$ cat config.mk
export PLATFORM = sky130hd
export DESIGN_NAME = bbgs_ram
export DESIGN_NICKNAME = d
export VERILOG_FILES = /design/src/sv/bbgs_ram.sv
export SDC_FILE = /design/constraint.sdc
export NUM_CORES = 1
export LEC_CHECK = 0
export BUFFER_PORTS_ARGS = -buffer_cell sky130_fd_sc_hd__buf_2
export CORE_MARGIN = 10
export CORE_UTILIZATION = 60
export CTS_CLUSTER_DIAMETER = 40
export DETAILED_ROUTE_END_ITERATION = 10
export PLACE_DENSITY = 0.76
export SYNTH_ARGS = -nofsm -noshare
export SYNTH_HDL_FRONTEND = slang
export SYNTH_SLANG_ARGS = --single-unit
$ cat constraint.sdc
create_clock -name clock -period 4 [get_ports clock]
set_input_delay 0.4 -clock clock [delete_from_list [all_inputs] [get_ports clock]]
set_output_delay 0.4 -clock clock [all_outputs]
set_load 0.01 [all_outputs]
$ cat src/sv/bbgs_ram.sv
// ----------------------------------------------------------------------------
// bbgs_ram
// Generic single write port, single read port memory with registered read.
// ----------------------------------------------------------------------------
module bbgs_ram #(
   parameter int WIDTH = 8,
   parameter int DEPTH = 64,
   parameter int AW    = (DEPTH > 1) ? $clog2(DEPTH) : 1
) (
   input  logic             clock,
   input  logic             wr_en,
   input  logic [AW-1:0]    wr_addr,
   input  logic [WIDTH-1:0] wr_data,
   input  logic             rd_en,
   input  logic [AW-1:0]    rd_addr,
   output logic [WIDTH-1:0] rd_data
);

   logic [WIDTH-1:0] mem [DEPTH];
   logic [WIDTH-1:0] rd_data_ff;

   always_ff @(posedge clock) begin
      if (wr_en) begin
         mem[wr_addr] <= wr_data;
      end
      if (rd_en) begin
         rd_data_ff <= mem[rd_addr];
      end
   end

   assign rd_data = rd_data_ff;

endmodule

Word level (Yosys, flattened, before mapping)
Memory sizes are Yosys's and may differ from the RTL's. A register that Yosys moved wholly into a read port is not among the register bits.
Cells that the tools add are included.
- multiplexer cells: 2
- operators by type and width (cell ; number):
    2-to-1 mux 1 bit ; 2
- flip-flop bits (word level): 0
- memory bits (writable): 512
- bits of input ports: 23
- output and inout bits: 8
- memories: 1
- memory list (name ; depth ; bits a word ; read ports ; clocked after Yosys merged registers in ; wr ports ; RTL line ; RTL):
    mem ; 64 ; 8 ; 1 ; 1 ; 1 ; 19 ; logic [WIDTH-1:0] mem [DEPTH];

Logic depth before layout (Yosys ltp)
- depth after elaboration: 2
- mapped depth: 9

Worst setup path before layout
No wires, ideal clock.
- kind: input port to flip-flop
- start: input port rd_addr[1]
- end: register rd_data_ff[3] (netlist: rd_data[3]), read port of mem (data pin)
- setup time: 266 ps
- arrival: 1940 ps
- setup slack: 1794 ps
- stages on the path: 7
- path buffers: 3
- cells stage by stage: buf_4 -> buf_2 -> buf_2 -> mux4_2 -> mux4_2 -> o21ai_1 -> o41ai_1
- RTL lines (what ; RTL line ; RTL):
    from (decl) ; 15 ; input logic [AW-1:0] rd_addr,
    to (decl) ; 20 ; logic [WIDTH-1:0] rd_data_ff;

==> flow_summary.toml <==
[power_and_ir_drop]
power_mw = 11.6
ir_drop_mv = 0.338
p_leak_nw = 7.06
p_per_area_nw_per_um2 = 512

[worst_setup_path]
cpLargestDelayFamily = "buffers and inverters"
crit_top_cell = "buf_4"
arrival_ns = 2.96
cp.required_ns = 4.31
startpoint_type = "primary input"
max_stage_delay_ns = 0.62
critical_path.cell_chain = "buf_4 -> buf_4 -> nand2b_1 -> a211oi_1 -> nor4_1 -> nor3_1 -> o32ai_1"
cp_max_fo = 54
crit_type = "primary input to flop"
rrSetupSlack_ns = 1.88
cpMaxStageDelayCell = "buf_4"
critPathCaptureType = "flop"
path_buf_inv = 2

[place]
port_buffers = 30
dp_hpwl_mm = 25.8
gp_congestion = 0.822

[floorplan]
die_h_um = 204
rows = 67
core_um2 = 33400
pin_count = 31
die-area_um2 = 41500
start_util = 0.605
die_x_um = 204

[yosys]
synth_nets = 963
synth_seq_area_share = 0.771
syn_inst = 940
synth_area_um2 = 20200
avgSynthCellArea_um2 = 21.5
synth_warnings = 0
synth-main-ff-cell = "edfxtp_1"
yosysUniqueCellTypes = 39
synthArstFlopShare = 0
synth_edf_count = 520
synth_seq_cells = 520

[global_routing]
grt_usage = 0.217
first_global_vias = 10300
antenna_found_initial = 6
grt_pass1_wl_mm = 66.7
grt_max_degree = 65
grt_overflow = 0

[run]
cap_violations = 0

[finish]
drive_gt1_frac = 0.263
seqCellArea_um2 = 15600
fill_cells = 2010
multi_input_area_um2 = 4320
nets = 1018
layout-area-overhead-vs-synth_pct = 11.7

[timing]
fmax_ghz = 0.377
rsz0062_at_grt = "no"
finalHoldViolations = 0
hold_slack_ns = 0.215
worst_pin_slew_ns = 1.25
finalCritPeriodShare = 0.664
slew_headroom = 0.166
fin_crit_ns = 2.65
finClkSkew_ns = 0.0192
setup_tns_ns = 0
final-setup-viol-count = 0
drv_slew = 0

[clocking]
clkSinkCount = 520
cts_tree = "done"
clk_latency_ns = 0.59
cts-root-buf = "clkbuf_16"
path_clk_slew_ns = 0.07
cts_hold_buffers = 0
clock_path_buffers = 3
cts_made_buffers = 55
htreeDepth = 2
postCtsResizedCells = 0
post-cts-setup-buffers = 0

[detailed_routing]
ant_nets = 0
drt_iter0_drc = 1183
drc = 0
via_count = 9840
wl_mm = 43.9
first_pass_iters = 5
viasPerCell = 6.60
wl_per_cell_um = 29.5

[run_status]
status = "finished, final reports clean"

[hold_path]
hold_path.class = "primary input to flop"
-- report_power, final --
group / switching [mW] / total, mW / internal (mW)
logic: 0.341 / 0.545 / 0.204
clock network: 2.07 / 4.97 / 2.91
registers: 0.0154 / 6.06 / 6.05
total: 2.42 / 11.6 / 9.16
-- layout make-up --
type                       count  share of cell area
antenna                        3            0.000332
timing repair buffer          49              0.0147
tap                          448              0.0248
clock buffer                  66              0.0636
clock inverter                35              0.0151
sequential                   520               0.691
multi-input combinational    369               0.191
-- synthesized netlist by cell type (2+ instances only) --
master	n	area share
o21ai_1	2	0.00049
a211oi_1	4	0.0015
nor4_1	2	0.00062
mux2i_1	23	0.011
mux2_2	13	0.0072
buf_4	13	0.0048
a21oi_1	3	0.00074
o2111ai_1	3	0.0013
a22oi_1	3	0.0011
nor2_1	83	0.015
o21a_1	2	0.00074
o21ai_0	2	0.00049
a2111oi_0	2	0.00087
nand4_1	2	0.00062
nand2_1	19	0.0035
nand3_1	13	0.0032
a221oi_1	6	0.0026
nand3b_1	3	0.0011
o22ai_1	8	0.0025
o221a_2	2	0.0011
buf_2	11	0.0027
mux4_2	126	0.14
buf_12	2	0.0020
buf_1	4	0.00074
o32ai_1	2	0.00087
clkbuf_1	17	0.0032
o221ai_1	8	0.0035
nor2b_1	14	0.0043
o2bb2ai_1	3	0.0013
nand2b_1	7	0.0022
nor3_1	7	0.0017
o41ai_1	2	0.00087
buf_6	4	0.0022
edfxtp_1	520	0.77
-- layout by cell type (no fill, tap or decap), types with 8 or more instances in the layout --
| cell type | synthesis | routed |
|---|---|---|
| mux4_2 | 126 | 126 |
| o221ai_1 | 8 | 8 |
| nor2_1 | 83 | 83 |
| nand3_1 | 13 | 13 |
| nor2b_1 | 14 | 14 |
| buf_2 | 11 | 27 |
| edfxtp_1 | 520 | 520 |
| mux2_2 | 13 | 13 |
| clkinv_1 | 0 | 8 |
| buf_4 | 13 | 19 |
| mux2i_1 | 23 | 23 |
| clkinv_2 | 0 | 11 |
| o22ai_1 | 8 | 8 |
| nand2_1 | 19 | 19 |
| clkbuf_1 | 17 | 10 |
| clkbuf_16 | 0 | 56 |
-- final timing paths --
check,start,endpoint,cells after the start
max,rd_addr[1],rd_data[6],7
min,rd_en,rd_data[3],1
max reg2reg,mem[24][4],rd_data[4],5
min reg2reg,mem[34][2],rd_data[2],4
-- registers in the layout (all words and copies together), names as in the netlist --
signal,flops
mem,512
rd_data,8
-- metrics by stage --
stage	util	worst slack [ns]	instances	area, um2
6_report	0.676	1.35	1490	22600
2_1_floorplan	-	1.79	940	20200
4_1_cts	0.676	1.43	1487	22600
3_3_place_gp	0.623	0.973	1386	20800
5_1_grt	0.676	1.28	1488	22600
3_5_place_dp	0.623	0.840	1386	20800
-- logic make-up after synthesis --
logic type	count (synthesis)	synth area share
compound gates	54	0.0206
flops	520	0.771
buf+inv	51	0.0156
mux	162	0.159
simple gates	153	0.0337
-- routing by layer --
layer | wire length [um] | up-vias | global-route usage
met4 | 1080 | 6 | 0.0685
met5 | 43 | - | 0
li1 | - | 4062 | -
met1 | 17300 | 5169 | 0.307
met3 | 4030 | 80 | 0.0451
met2 | 21500 | 523 | 0.337
-- worst reg2reg max path: cells and delay by family (launching register included) --
family / cells / cell delay [ns]
mux: 2 / 0.74
compound gates: 2 / 0.41
simple gates: 1 / 0.32
flops: 1 / 0.39
No activity file was read; power rests on OpenSTA's default activity.
